## src/rtl/hcb_pkg.sv

```systemverilog
// ----------------------------------------------------------------------------
// hcb_pkg
// Shared types and constants of the Huffman code builder.
// ----------------------------------------------------------------------------
package hcb_pkg;

    localparam int MAX_SYMBOLS_DEF = 256;
    localparam int CNT_W           = 32;
    localparam int LEN_W           = 6;
    localparam int CODE_W          = 64;
    localparam int LIMIT_W         = 9;
    localparam int SYM_W           = 8;
    localparam int FIFO_DEPTH      = 2;

    localparam logic [LIMIT_W-1:0] LIMIT_RESET = 9'd256;
    localparam logic [CNT_W-1:0]   CNT_MAX     = 32'hFFFF_FFFF;
    localparam logic [LEN_W-1:0]   LEN_MAX     = 6'd63;

    typedef enum logic [2:0] {
        ACT_SET       = 3'd0,
        ACT_INC       = 3'd1,
        ACT_READ      = 3'd2,
        ACT_BUILD     = 3'd3,
        ACT_READ_CODE = 3'd4
    } t_action;

    typedef enum logic [1:0] {
        ST_OK        = 2'd0,
        ST_RANGE     = 2'd1,
        ST_OVERFLOW  = 2'd2,
        ST_NOT_BUILT = 2'd3
    } t_status;

    typedef enum logic [3:0] {
        BK_IDLE,
        BK_EXEC,
        BK_SCAN,
        BK_PAD,
        BK_MSCAN,
        BK_MWA,
        BK_MWB,
        BK_MWN,
        BK_WRD,
        BK_WEV
    } t_back_state;

    typedef struct packed {
        logic [2:0]       action;
        logic [SYM_W-1:0] symbol;
        logic [CNT_W-1:0] new_freq;
        logic             in_range;
    } t_item;

endpackage

```

## src/rtl/hcb_fifo.sv

```systemverilog
// ----------------------------------------------------------------------------
// hcb_fifo
// Short queue of classified items between front and back.
// ----------------------------------------------------------------------------
module hcb_fifo (
    input  logic           i_clk,
    input  logic           i_rst_n,
    input  logic           i_push,
    input  hcb_pkg::t_item i_item,
    output logic           o_full,
    input  logic           i_pop,
    output logic           o_empty,
    output hcb_pkg::t_item o_head
);

    localparam int PW = $clog2(hcb_pkg::FIFO_DEPTH);
    localparam int CW = $clog2(hcb_pkg::FIFO_DEPTH + 1);

    hcb_pkg::t_item r_mem [hcb_pkg::FIFO_DEPTH];
    logic [PW-1:0]  r_wp;
    logic [PW-1:0]  r_rp;
    logic [CW-1:0]  r_cnt;
    logic [PW-1:0]  n_wp;
    logic [PW-1:0]  n_rp;
    logic [CW-1:0]  n_cnt;

    assign o_full  = (r_cnt == CW'(hcb_pkg::FIFO_DEPTH));
    assign o_empty = (r_cnt == '0);
    assign o_head  = r_mem[r_rp];

    always_comb begin
        n_wp  = r_wp;
        n_rp  = r_rp;
        n_cnt = r_cnt;
        if (i_push) begin
            n_wp = (r_wp == PW'(hcb_pkg::FIFO_DEPTH - 1)) ? '0 : r_wp + 1'b1;
        end
        if (i_pop) begin
            n_rp = (r_rp == PW'(hcb_pkg::FIFO_DEPTH - 1)) ? '0 : r_rp + 1'b1;
        end
        if (i_push && !i_pop) begin
            n_cnt = r_cnt + 1'b1;
        end else if (!i_push && i_pop) begin
            n_cnt = r_cnt - 1'b1;
        end
    end

    always_ff @(posedge i_clk) begin
        if (!i_rst_n) begin
            r_wp  <= '0;
            r_rp  <= '0;
            r_cnt <= '0;
        end else begin
            r_wp  <= n_wp;
            r_rp  <= n_rp;
            r_cnt <= n_cnt;
        end
    end

    always_ff @(posedge i_clk) begin
        if (i_push) begin
            r_mem[r_wp] <= i_item;
        end
    end

endmodule

```

## config.mk

```make
export PLATFORM = sky130hd
export DESIGN_NAME = hcb_fifo
export DESIGN_NICKNAME = d
export VERILOG_FILES = /design/src/rtl/hcb_pkg.sv /design/src/rtl/hcb_fifo.sv
export SDC_FILE = /design/constraint.sdc
export NUM_CORES = 1
export LEC_CHECK = 0
export BUFFER_PORTS_ARGS = -buffer_cell sky130_fd_sc_hd__buf_4
export CAP_MARGIN = 30
export CORE_ASPECT_RATIO = 0.9
export CORE_MARGIN = 2
export CORE_UTILIZATION = 32
export DETAILED_ROUTE_END_ITERATION = 10
export PLACE_DENSITY = 0.58
export SYNTH_ARGS = -nofsm -noshare
export SYNTH_HDL_FRONTEND = slang
export SYNTH_SLANG_ARGS = --single-unit
```

## constraint.sdc

```tcl
create_clock -name i_clk -period 3.8 [get_ports i_clk]
set_clock_uncertainty 0.2 [all_clocks]
set_input_delay 0.95 -clock i_clk [delete_from_list [all_inputs] [get_ports i_clk]]
set_output_delay 0.95 -clock i_clk [all_outputs]
set_load 0.01 [all_outputs]
```

# Word level (Yosys, flattened, before mapping)
# Memories as Yosys holds them, arrays and structs flattened. A register that Yosys moved wholly into a read port is not among the register bits.
# Index checks and enable logic that the tools add are counted.
[totals]
reg_bits = 4
ram_bits = 88
inputBits = 48
output_inout_bits = 46
wordCells = 23
memories = 1
[mem_list]
columns = ["name", "depth", "width", "read_ports", "rd_ports_with_merged_regs", "wr", "line_no", "text"]
rows = [
  ["r_mem", 2, 44, 1, 1, 1, "hcb_fifo.sv:19", "hcb_pkg::t_item r_mem [hcb_pkg::FIFO_DEPTH];"],
]
[op_classes]
add_sub_neg = 4
n_eq_ne = 1
n_mux = 8
reduce_logical = 6
[ops]
columns = ["cell", "n"]
rows = [
  ["1-bit 2-to-1 mux", 6],
  ["2-bit 2-to-1 mux", 2],
  ["1-bit adder, second input constant", 2],
  ["2-bit by 1-bit adder with 2-bit output, second input constant", 1],
  ["2-bit equality test, second input constant", 1],
  ["1-bit logical AND", 2],
  ["1-bit zero test", 2],
  ["2-bit zero test", 1],
  ["2-bit nonzero test", 1],
  ["2-bit by 1-bit subtractor with 2-bit output, second input constant", 1],
]

# Logic depth before layout (Yosys ltp)
[depth]
word_depth = 4
mapped_depth = 5

# Worst setup path after synthesis
# Ideal clock, no wire load.
[synth_timing]
path_kind = "input-to-reg"
start = "input port i_push"
end = "memory r_mem[0][0] in the netlist's numbering, enable pin"
setup_time_ps = 452
t_arrival_ps = 2941
required_ps = 3148
setup_slack_ps = 207
cell_stages = 1
n_path_buf = 0
cell_sequence = "nor2b_1"
[synth_between]
elab_chain_cells = 2
[synth_lines]
columns = ["item", "line_no", "text"]
rows = [
  ["start, declared", "hcb_fifo.sv:8", "input logic i_push,"],
  ["1-bit 2-to-1 mux", "hcb_fifo.sv:61", "if (i_push) begin"],
  ["1-bit 2-to-1 mux (implied by the code)", "hcb_fifo.sv:62", "r_mem[r_wp] <= i_item;"],
  ["end, declared", "hcb_fifo.sv:19", ""],
]
# Every way passes these cells.

==> impl_metrics.yaml <==
clock_network:
  post_cts_buffers: 0
  ctsResizeCount: 0
  clock-root-buffer: "clkbuf_16"
  cts_inserted_buffers: 9
  cts_tree: "done"
  cts_max_level: 3
  cts_max_path_buffers: 2
  clk_pin_slew_ns: 0.06
  cts_hold_buf: 0
  clk_latency_ns: 0.32
  cts.sinks: 93
timing:
  fin_crit_ns: 2.97
  rsz0062_at_grt: "false"
  tightest_slew_ns: 0.819
  max_slew_margin: 0.453
  hold_viol: 0
  max_freq_ghz: 0.337
  whs_ns: 0.306
  drv_slew: 0
  finalSetupViolCount: 0
  period_share: 0.780
  finalSetupTns_ns: 0
  layout_setup_ws_ns: 0.834
global_routing:
  grt-ovfl-total: 0
  grt_pass1_wl_um: 9460
  grt_pass1_vias: 1867
  track_usage: 0.109
  grt_max_degree: 25
  antenna_found_initial: 0
power_and_ir_drop:
  power_density_nw_per_um2: 499
  leakage_nw: 1.69
  power_w: 0.00227
  irDropWorstVdd_mv: 0.284
worst_setup_path:
  critPathKind: "reg2out"
  end_kind: "primary output"
  crit_required_ns: 2.65
  cp_slowest_cell: "dfxtp_2"
  slowest_delay_ns: 0.65
  cp_num_buf_inv: 2
  arrival_ns: 1.82
  startpoint_type: "register"
  crit_family: "flip-flops"
  cp_common_cell: "buf_4"
  cp_cell_sequence: "buf_4 -> mux2_2 -> buf_4"
  critPathMaxFanout: 19
drt:
  ant_nets: 0
  post_drt_via_cell_ratio: 4.46
  totalWireLength_um: 5940
  firstDrtPassIters: 4
  dr.first_iter.drc_count: 38
  vias: 1770
  drc: 0
  wire_per_inst_um: 15.0
floorplanning:
  io_pins: 94
  rows: 35
  core_area_um2: 10300
  die-area_um2: 11400
  initial_core_util: 0.330
  die-height_um: 102
  die_w_um: 113
placed_design:
  dp_cells: 381
  hpwl_um: 3950
  pre_cts_slack_ns: 1.13
  gp_congestion: 0.660
  port_buffers: 93
logic_synthesis:
  synth.distinct_cells: 17
  synthesis.area_um2: 3390
  ys_ff_latch: 93
  synth_xor_area_frac: 0.00775
  yosysSeqAreaShare: 0.809
  synthMuxAreaShare: 0.146
  yosys.area_share.simple: 0.0166
  ys_warn_count: 0
  syn-num-nets: 208
  yosysTopAreaCell: "edfxtp_1"
  synth_top_family_by_area: "multiplexers"
  synth_compound_area_frac: 0.00590
  ys_top_cells_by_area: "edfxtp_1, mux2_2, dfxtp_1, buf_4, and2_1"
  syn_avg_cell_area_um2: 21.3
  synthCells: 159
  synth_top_area_share: 0.779
  synth_fa_ha_area_frac: 0.00369
layout:
  nets: 312
  area_growth_pct: 34.0
  antennaDiodeCount: 0
  layout_common_cells: "buf_4, edfxtp_1, mux2_2"
  layout.cells.non_filler: 397
  drive_gt1_frac: 0.597
  layout_commonest_cell: "buf_4"
  fillers: 899
status:
  status: "finished clean"
run:
  maxCapViolations: 0
min_path:
  min_path_type: "reg2reg"
[worst paths after layout]
| check | slack, ns | cells after the start | end | startpoint |
|---|---|---|---|---|
| hold / removal | 0.31 | 2 | r_cnt[1] | r_cnt[1] |
| hold reg to reg | 0.31 | 2 | r_cnt[1] | r_cnt[1] |
| setup reg to reg | 1.96 | 2 | r_mem[1][15] | r_wp |
| setup / recovery | 0.83 | 3 | o_head[29] | register |
[tightest hold or removal path, stage by stage, from the launching register on]
cell      delay, ns
dfxtp_1        0.33
o21ai_0        0.07
a21boi_1       0.06
[power breakdown]
part / total (W) / leakage (nW) / switching, W / internal, W
clock: 0.000795 / 0.122 / 0.000354 / 0.000441
combinational: 0.000270 / 0.705 / 0.000114 / 0.000156
sequential: 0.00120 / 0.868 / 0.0000221 / 0.00118
total: 0.00227 / 1.69 / 0.000490 / 0.00178
[cell families after synthesis]
logic type,count (synthesis)
AO/OA/AOI/OAI,3
adder cells (fa/ha/maj),1
multiplexers,44
flip-flops,93
XOR/XNOR,3
buffers and inverters,6
AND/OR/NAND/NOR,9
[sequential cells by signal, summed over array words and instances (netlist names), named ones only]
signal  count
r_cnt       2
r_wp        1
r_mem      88
r_rp        1
[cell type report]
type | count | area, µm² | share of cell area
clock buffer | 10 | 229 | 0.0504
clock inverter | 6 | 40.0 | 0.00881
inverter | 1 | 3.75 | 0.000826
multi-input combinational | 60 | 619 | 0.136
sequential | 93 | 2740 | 0.604
tap | 129 | 161 | 0.0355
timing repair buffer | 98 | 748 | 0.165
[per-layer routing]
metal | global-route usage | part of all wire | up-vias
met5 | 0 | 0 | -
met4 | 0.0422 | 0.011 | 0
met3 | 0.0347 | 0.052 | 6
met2 | 0.178 | 0.50 | 52
met1 | 0.138 | 0.43 | 891
li1 | - | - | 821
[synthesized netlist by cell type, drive strengths merged]
cell and number:
o21ai 1, buf 5, ha 1, xor2 2, inv 1, o21a 1
nor2 1, edfxtp 88, nor2b 2, a21boi 1, and2b 1, xnor2 1
dfxtp 5, mux2 44, and2 4, or3 1
[stage by stage]
step / utilization / instance area (µm²)
final: 0.442 / 4550
after global routing: 0.442 / 4550
after CTS: 0.442 / 4550
after detailed placement: 0.416 / 4280
after global placement: 0.416 / 4280
after floorplan: - / 3390
Power figures use the tool's default switching activity.
