===== src/rtl/hcb_pkg.sv =====
// ----------------------------------------------------------------------------
// hcb_pkg
// Shared types and constants of the Huffman code builder.
// ----------------------------------------------------------------------------
package hcb_pkg;

    localparam int MAX_SYMBOLS_DEF = 256;
    localparam int CNT_W           = 32;
    localparam int LEN_W           = 6;
    localparam int CODE_W          = 64;
    localparam int LIMIT_W         = 9;
    localparam int SYM_W           = 8;
    localparam int FIFO_DEPTH      = 2;

    localparam logic [LIMIT_W-1:0] LIMIT_RESET = 9'd256;
    localparam logic [CNT_W-1:0]   CNT_MAX     = 32'hFFFF_FFFF;
    localparam logic [LEN_W-1:0]   LEN_MAX     = 6'd63;

    typedef enum logic [2:0] {
        ACT_SET       = 3'd0,
        ACT_INC       = 3'd1,
        ACT_READ      = 3'd2,
        ACT_BUILD     = 3'd3,
        ACT_READ_CODE = 3'd4
    } t_action;

    typedef enum logic [1:0] {
        ST_OK        = 2'd0,
        ST_RANGE     = 2'd1,
        ST_OVERFLOW  = 2'd2,
        ST_NOT_BUILT = 2'd3
    } t_status;

    typedef enum logic [3:0] {
        BK_IDLE,
        BK_EXEC,
        BK_SCAN,
        BK_PAD,
        BK_MSCAN,
        BK_MWA,
        BK_MWB,
        BK_MWN,
        BK_WRD,
        BK_WEV
    } t_back_state;

    typedef struct packed {
        logic [2:0]       action;
        logic [SYM_W-1:0] symbol;
        logic [CNT_W-1:0] new_freq;
        logic             in_range;
    } t_item;

endpackage


===== src/rtl/hcb_front.sv =====
// ----------------------------------------------------------------------------
// hcb_front
// Holds the symbol limit, accepts input beats and classifies them.
// ----------------------------------------------------------------------------
module hcb_front #(
    parameter int MAX_SYMBOLS = hcb_pkg::MAX_SYMBOLS_DEF,
    parameter int LW          = $clog2(MAX_SYMBOLS + 1)
) (
    input  logic                        i_clk,
    input  logic                        i_rst_n,
    input  logic                        i_cfg_we,
    input  logic [hcb_pkg::LIMIT_W-1:0] i_cfg_wdata,
    input  logic                        i_in_valid,
    output logic                        o_in_stall,
    input  logic [2:0]                  i_action,
    input  logic [hcb_pkg::SYM_W-1:0]   i_symbol,
    input  logic [hcb_pkg::CNT_W-1:0]   i_new_frequency,
    input  logic                        i_fifo_full,
    output logic                        o_push,
    output hcb_pkg::t_item              o_item,
    output logic [LW-1:0]               o_limit
);

    localparam int CW = (LW > hcb_pkg::LIMIT_W) ? LW : hcb_pkg::LIMIT_W;

    logic [hcb_pkg::LIMIT_W-1:0] r_symbol_limit;
    logic [CW-1:0]               lim_ext;
    logic [CW-1:0]               lim_sat;

    always_ff @(posedge i_clk) begin
        if (!i_rst_n) begin
            r_symbol_limit <= hcb_pkg::LIMIT_RESET;
        end else if (i_cfg_we) begin
            r_symbol_limit <= i_cfg_wdata;
        end
    end

    always_comb begin
        lim_ext = CW'(r_symbol_limit);
        if (lim_ext < CW'(2)) begin
            lim_sat = CW'(2);
        end else if (lim_ext > CW'(MAX_SYMBOLS)) begin
            lim_sat = CW'(MAX_SYMBOLS);
        end else begin
            lim_sat = lim_ext;
        end
    end

    assign o_limit    = LW'(lim_sat);
    assign o_in_stall = i_fifo_full;
    assign o_push     = i_in_valid && !i_fifo_full;

    always_comb begin
        o_item.action   = i_action;
        o_item.symbol   = i_symbol;
        o_item.new_freq = i_new_frequency;
        o_item.in_range = (CW'(i_symbol) < lim_sat);
    end

endmodule


===== config.mk =====
export PLATFORM = sky130hd
export DESIGN_NAME = hcb_front
export DESIGN_NICKNAME = d
export VERILOG_FILES = /design/src/rtl/hcb_pkg.sv /design/src/rtl/hcb_front.sv
export SDC_FILE = /design/constraint.sdc
export NUM_CORES = 1
export LEC_CHECK = 0
export ABC_AREA = 1
export BUFFER_PORTS_ARGS = -buffer_cell sky130_fd_sc_hd__clkbuf_2
export CAP_MARGIN = 20
export CORE_ASPECT_RATIO = 0.5
export CORE_MARGIN = 2
export CORE_UTILIZATION = 34
export CTS_CLUSTER_SIZE = 28
export DETAILED_ROUTE_END_ITERATION = 7
export PLACE_DENSITY = 0.81
export SYNTH_ARGS = -nofsm -noshare
export SYNTH_HDL_FRONTEND = slang
export SYNTH_SLANG_ARGS = --single-unit

===== constraint.sdc =====
create_clock -name i_clk -period 1.9 [get_ports i_clk]
set_input_delay 0.19 -clock i_clk [delete_from_list [all_inputs] [get_ports i_clk]]
set_output_delay 0.19 -clock i_clk [all_outputs]
set_load 0.05 [all_outputs]

# Word-level counts from Yosys, hierarchy flattened
# Index checks and enable logic that the tools add are counted.
# op_classes
addsub,0
multipliers,0
n_div,0
n_lt_le_gt_ge,3
eq_ne,0
n_shift,0
muxes,2
n_bitwise,0
n_reduce_logical,2
# op_table
cell,n
2-to-1 mux 9 bit,2
"greater-than comparator 9 bit, second input constant",1
less-than comparator 8 x 9 -> 1 bit,1
"less-than comparator 9 x 2 -> 1 bit, second input constant",1
logical AND 1 bit,1
logical NOT 1 bit,1
# totals
regBits,9
latch_bits,0
ram_bits,0
romBits,0
out_inout_bits,55
mem_count,0

# Depth between registers and ports, before layout
# Gate-level depths: netlist (run 1).
# logic_depth
word_depth,4
depth_mapped,14
ltp_nobuf,14

# Worst setup path after synthesis (run 1)
# No wires, ideal clock.
# synth_timing
path_type,register -> output
start,reg r_symbol_limit (netlist bit lim_ext[7])
end,out o_item[0] (netlist bit)
arrival_ns,2.510
required_time_ns,1.710
slack_ns,-0.800
stages_incl_launch_ff,10
cell_sequence,dfxtp_1 inv_1 nor2_1 inv_1 ha_1 nand4_1 inv_1 nand2_1 nand2_1 a21oi_1
# synth_rtl
item,line_no,rtl
from (decl),hcb_front.sv:26,logic [hcb_pkg::LIMIT_W-1:0] r_symbol_limit;
from (signal assigned),hcb_front.sv:32,r_symbol_limit <= hcb_pkg::LIMIT_RESET;
from (signal assigned),hcb_front.sv:34,r_symbol_limit <= i_cfg_wdata;
to (decl),hcb_front.sv:20,"output hcb_pkg::t_item o_item,"

==> flow_summary.toml, run 1 <==
[setup_path]
worst-setup-path-type = "flip-flop to output pin"
start_kind = "flip-flop"
worstSetupEndpointType = "output pin"
worst_ep_arrival_time_ns = 1.97
cp_max_fo = 5
startpoint = "lim_ext[3]$_SDFFE_PN0P_"
worst-endpoint-required_ns = 1.71
r2r-start = "lim_ext[6]$_SDFFE_PN0P_"

[synthesis]
syn_nets = 208
synth_top_area_share = 0.342
ys_ff_latch = 9
synthTopCellsByArea = "buf_4, dfxtp_1, ha_1"
syn_inst = 144
ys_seq_area_frac = 0.182
yosys-top-cells-count = "buf_4, nand2_1, inv_1"
ys_warn_count = 0
mappedNetlistArea_um2 = 988
synth_area_leader_cell = "buf_4"
synth-edff-count = 0
synth.distinct_cells = 18
async_flop_share = 0
syn_area_per_cell_um2 = 6.86
yosysMostFrequentCell = "buf_4"
ys.flop_type = "dfxtp_1"

[global_route]
antenna_found_initial = 0
met2_usage = 0.250
grt_max_degree = 17
gr-usage-met3 = 0.0409
top_usage_layer = "met2"
grt_pass1_vias = 790
grt_pass1_wl_um = 3580
met1_usage = 0.138
grt_overflow = 0
globalRouteTotalUtil = 0.135

[floorplanning]
dieArea_um2 = 3380
rows = 13
initial_utilization = 0.368
coreArea_um2 = 2680
io_pins = 112
dieWidth_um = 80.3
die_y_um = 42.1

[placed_design]
portBuffers = 41
hpwl_um = 1900
dp.cells = 185
gp_congestion = 0.808
place_area_um2 = 1010
place_ws_ns = -0.0327

[min_path]
hold_class = "input port to flip-flop"
worstHoldStart = "i_cfg_wdata[8]"

[sta]
worstMarginPinSlew_ns = 0.377
fin_skew_ns = 0
setup_violations = 2
maxSlewHeadroom = 0.749
fmax_ghz = 0.463
slew_viol_final = 0
rsz0062_at_grt = "true"
min_period_over_period = 1.14
hold_violations = 0
worst_slack_ns = -0.259
period_minus_slack_ns = 2.16

[detailed_routing]
wl_per_cell_um = 12.5
drtPass1Iterations = 4
drc = 0
ant_nets = 0
wirelength_um = 2420
num_vias = 843
drt_iter0_markers = 26
via_per_inst = 4.37

[finish]
antennaDiodeCount = 0
largest_reg_flops = 9
final_area_um2 = 1180
nets = 221
area_growth_pct = 19.5
layout.cells.non_filler = 193
drive_above_1_share = 0.564

[pwr]
peakVddDrop_mv = 0.267
power.density_nw_per_um2 = 637
p_leak_nw = 0.599

[status]
violations = "setup timing"
status = "finished with violations"

[clocking]
clk_latency_ns = 0.23
cts_root_buf = "clkbuf_8"
cts.sinks = 9
clockBufferDepth = 2
cts_made_buffers = 3
cts_max_level = 1
cts.reportedPaths.clkPinSlew_ns = 0.05
cts_tree = "yes"

[run]
maxCapViolations = 0
## cells by family after synthesis
kind of cell             synth area share
adder cells (fa/ha/maj)            0.0886
flip-flops                          0.182
AO/OA/AOI/OAI                       0.115
buffers and inverters               0.424
AND/OR/NAND/NOR                     0.190
## timing repair
| item | CTS | global route |
|---|---|---|
| hold buffers | 0 | 0 |
| setup endpoints to repair | 1 | 4 |
| gates resized for setup | 12 | 21 |
| pin swaps | 10 | 4 |
| buffers inserted | 2 | 2 |
## critical path, stage by stage (launching register included)
cell and delay (ns):
dfxtp_2 0.33, inv_1 0.10, nand2_2 0.08, nor2_4 0.12, a21oi_4 0.08, inv_4 0.09, nand2_1 0.06, ha_1 0.26
nand4_1 0.13, inv_1 0.07, nand2_2 0.07, nand2_2 0.06, a21oi_4 0.13, buf_12 0.15
## cell type report
class,instances,area [um2]
clock buffers,4,45.0
fillers,244,1500
inverters,20,77.6
multi-input cells,69,493
flip-flops and latches,9,185
well taps,37,46.3
repair buffers,54,334
## layer usage
layer	routed length [um]	vias to the layer above
li1	-	424
met1	852	372
met2	1240	39
met5	0	-
met4	61	0
met3	259	8
## path summary, 6_finish.rpt
kind,to,slack [ns],cells past startpoint
min reg2reg,lim_ext[1]$_SDFFE_PN0P_,0.49,2
max reg2reg,lim_ext[6]$_SDFFE_PN0P_,1.07,4
max,o_item[0],-0.26,13
min,lim_ext[8]$_SDFFE_PN1P_,0.17,3
## power by group
group | internal [mW] | switching [mW] | total (mW) | leakage, nW
Combinational | 0.117 | 0.193 | 0.310 | 0.500
Clock | 0.147 | 0.0799 | 0.227 | 0.0228
Sequential | 0.204 | 0.0112 | 0.215 | 0.0760
Total | 0.468 | 0.285 | 0.752 | 0.599
## stage by stage
step                setup TNS, ns  utilization  total power [mW]  hold WS, ns
floorplan                       0            -             0.610        0.289
global placement                0        0.377             0.483        0.380
detailed placement        -0.0327        0.377             0.491        0.380
CTS                        -0.291        0.423             0.739        0.173
global route               -0.511        0.440             0.793        0.189
finish                     -0.262        0.440             0.752        0.173
## cells in the final DEF (no fill, tap or decap), drive strengths merged
cell / Yosys / routed
clkbuf: 1 / 42
nand2: 26 / 26
inv: 20 / 20
buf: 45 / 16
nor2: 12 / 12
a21oi: 11 / 11
dfxtp: 9 / 9
o21ai: 8 / 8
ha: 7 / 7
nand3: 2 / 2
nor3: 1 / 1
nand4: 1 / 1
o211ai: 1 / 1
Note: power is estimated with default switching activity, not from simulation.
==> run 2: changes to the inputs <==
--- a/config.mk
+++ b/config.mk
@@ -13,7 +13,7 @@
 export CORE_UTILIZATION = 34
 export CTS_CLUSTER_SIZE = 28
 export DETAILED_ROUTE_END_ITERATION = 7
-export PLACE_DENSITY = 0.81
+export PLACE_DENSITY_LB_ADDON = 0.05
 export SYNTH_ARGS = -nofsm -noshare
 export SYNTH_HDL_FRONTEND = slang
 export SYNTH_SLANG_ARGS = --single-unit
==> run 2 against run 1 <==
Against the previous run:
- the flow still finishes with violations (setup timing)
- clock skew unchanged
- wire length increased by 7.0%
- critical path depth increased by 2
- total power up 2.8%
- critical path type unchanged
==> flow_summary.toml, run 2 (synthesis gave the netlist of run 1 again) <==
[status]
status = "finished with violations"
violations = "setup timing"

[floorplanning]
coreArea_um2 = 2680
dieWidth_um = 80.3
rows = 13
initial_utilization = 0.368
die_y_um = 42.1
dieArea_um2 = 3380
io_pins = 112

[pwr]
internal_power_mw = 0.483
p_sw_mw = 0.290
peakVddDrop_mv = 0.413
p_leak_nw = 0.670
pwr-share-clk = 0.290
p_total_mw = 0.773
power.density_nw_per_um2 = 609
switching_share = 0.375
seqPwrFrac = 0.275
power_frac_comb = 0.435

[placed_design]
gp_congestion = 0.778
place_area_um2 = 1080
hpwl_um = 2160
portBuffers = 41
dp.cells = 196

[setup_path]
start_kind = "flip-flop"
worst-setup-path-type = "flip-flop to output pin"
cp_max_fo = 5
r2r-start = "lim_ext[7]$_SDFFE_PN0P_"
r2r_end = "lim_ext[7]$_SDFFE_PN0P_"
worstSetupEndpointType = "output pin"
worst_ep_arrival_time_ns = 1.95
worst-endpoint-required_ns = 1.71
r2r_cells = 4
r2r_slack_ns = 1.00

[finish]
final_area_um2 = 1270
antennaDiodeCount = 0
nFillCells = 304
layout_commonest_cell = "clkbuf_2"
largest_reg_flops = 9
multi_input_area_um2 = 514
final_cell_mix = "clkbuf_2, buf_4, inv_1"
layout.cells.non_filler = 205
area_growth_pct = 28.4
drive_above_1_share = 0.607
seqCellArea_um2 = 183
nets = 233

[sta]
worst_slack_ns = -0.242
hold_violations = 0
setup_violations = 1
period_minus_slack_ns = 2.14
tns_ns = -0.242
holdWs_ns = 0.179
fin_skew_ns = 0
rsz0062_at_grt = "true"
worstMarginPinSlew_ns = 0.428
fmax_ghz = 0.467
slew_viol_final = 0
maxSlewHeadroom = 0.714
min_period_over_period = 1.13

[global_route]
grt_pass1_vias = 829
grt_pass1_wl_um = 4030
grt_max_degree = 17
antenna_found_initial = 0
grt_overflow = 0
globalRouteTotalUtil = 0.150

[clocking]
cts_tree = "yes"
cts.sinks = 9
cts_hold_buffers = 0
clockBufferDepth = 2
clk_latency_ns = 0.23
cts_root_buf = "clkbuf_8"
cts_made_buffers = 3
cts_max_level = 1
cts.reportedPaths.clkPinSlew_ns = 0.04

[detailed_routing]
drc = 0
ant_nets = 0
num_vias = 864
drtPass1Iterations = 4
wl_per_cell_um = 12.6
via_per_inst = 4.21
drt_iter0_markers = 14
wirelength_um = 2580

[run]
maxCapViolations = 0

[min_path]
hold_class = "input port to flip-flop"
worstHoldStart = "i_cfg_wdata[8]"
min_to = "lim_ext[8]$_SDFFE_PN1P_"
whs_path_depth = 3
[run 2: cell types whose count changed in the layout (fill, tap and decap cells not counted), moves of 2 or more]
cell,before,now
buf_4,13,25
clkbuf_2,34,40
clkbuf_4,4,0
dfxtp_1,5,7
dfxtp_2,4,2
nand2_1,15,13
nand2_4,2,4
[run 2: what timing repair did]
item / CTS / global route
setup buffers: 3 / 2
setup endpoints to repair: 1 / 1
gates resized for setup: 14 / 13
pin swaps: 9 / 6
endpoints found under the hold margin: 0 / 0
[run 2: cell type report]
cell class	count	share of cell area
Sequential cell	9	0.144
Timing Repair Buffer	66	0.318
Clock buffer	4	0.0355
Inverter	20	0.0611
Multi-Input combinational cell	69	0.405
Tap cell	37	0.0365
[run 2: power groups by stage]
stage / clock, mW / combinational [mW] / sequential, mW
after global routing: 0.244 / 0.370 / 0.213
after detailed placement: 0 / 0.293 / 0.215
final: 0.224 / 0.336 / 0.213
after global placement: 0 / 0.292 / 0.215
after CTS: 0.230 / 0.316 / 0.212
after floorplan: 0 / 0.395 / 0.215
[run 2: worst max-delay path by stage]
| stage | start | end | slack (ns) | cells after the start |
|---|---|---|---|---|
| 6_report | lim_ext[5]$_SDFFE_PN0P_ | o_item[0] | -0.24 | 15 |
| 5_1_grt | lim_ext[5]$_SDFFE_PN0P_ | o_item[0] | -0.37 | 15 |
| 3_3_place_gp | lim_ext[5]$_SDFFE_PN0P_ | o_item[0] | -0.14 | 13 |
| 3_5_place_dp | lim_ext[6]$_SDFFE_PN0P_ | o_item[0] | -0.14 | 15 |
| 2_1_floorplan | lim_ext[6]$_SDFFE_PN0P_ | o_item[0] | 0.006 | 14 |
| 4_1_cts | lim_ext[5]$_SDFFE_PN0P_ | o_item[0] | -0.30 | 15 |
[run 2: per-layer routing]
layer | wire (um) | track usage
met1 | 1040 | 0.192
met2 | 1200 | 0.235
met3 | 310 | 0.0582
met4 | 27 | 0.0441
met5 | 0 | 0
[run 2: through the flow]
step / setup slack (ns) / util
finish: -0.242 / 0.473
global route: -0.372 / 0.473
CTS: -0.295 / 0.450
detailed placement: -0.139 / 0.402
global placement: -0.139 / 0.402
floorplan: 0.00620 / -
[run 2: critical path, cell delays in order, from the launching register on]
cell     delay (ns)
dfxtp_2        0.32
inv_2          0.07
nand2_4        0.06
nor3_4         0.15
a21oi_4        0.09
inv_4          0.11
nand2_2        0.08
ha_4           0.22
nand2_1        0.06
inv_1          0.05
nand2_1        0.06
nand2_1        0.06
nand2_2        0.06
nand2_2        0.06
a21oi_4        0.12
buf_8          0.15
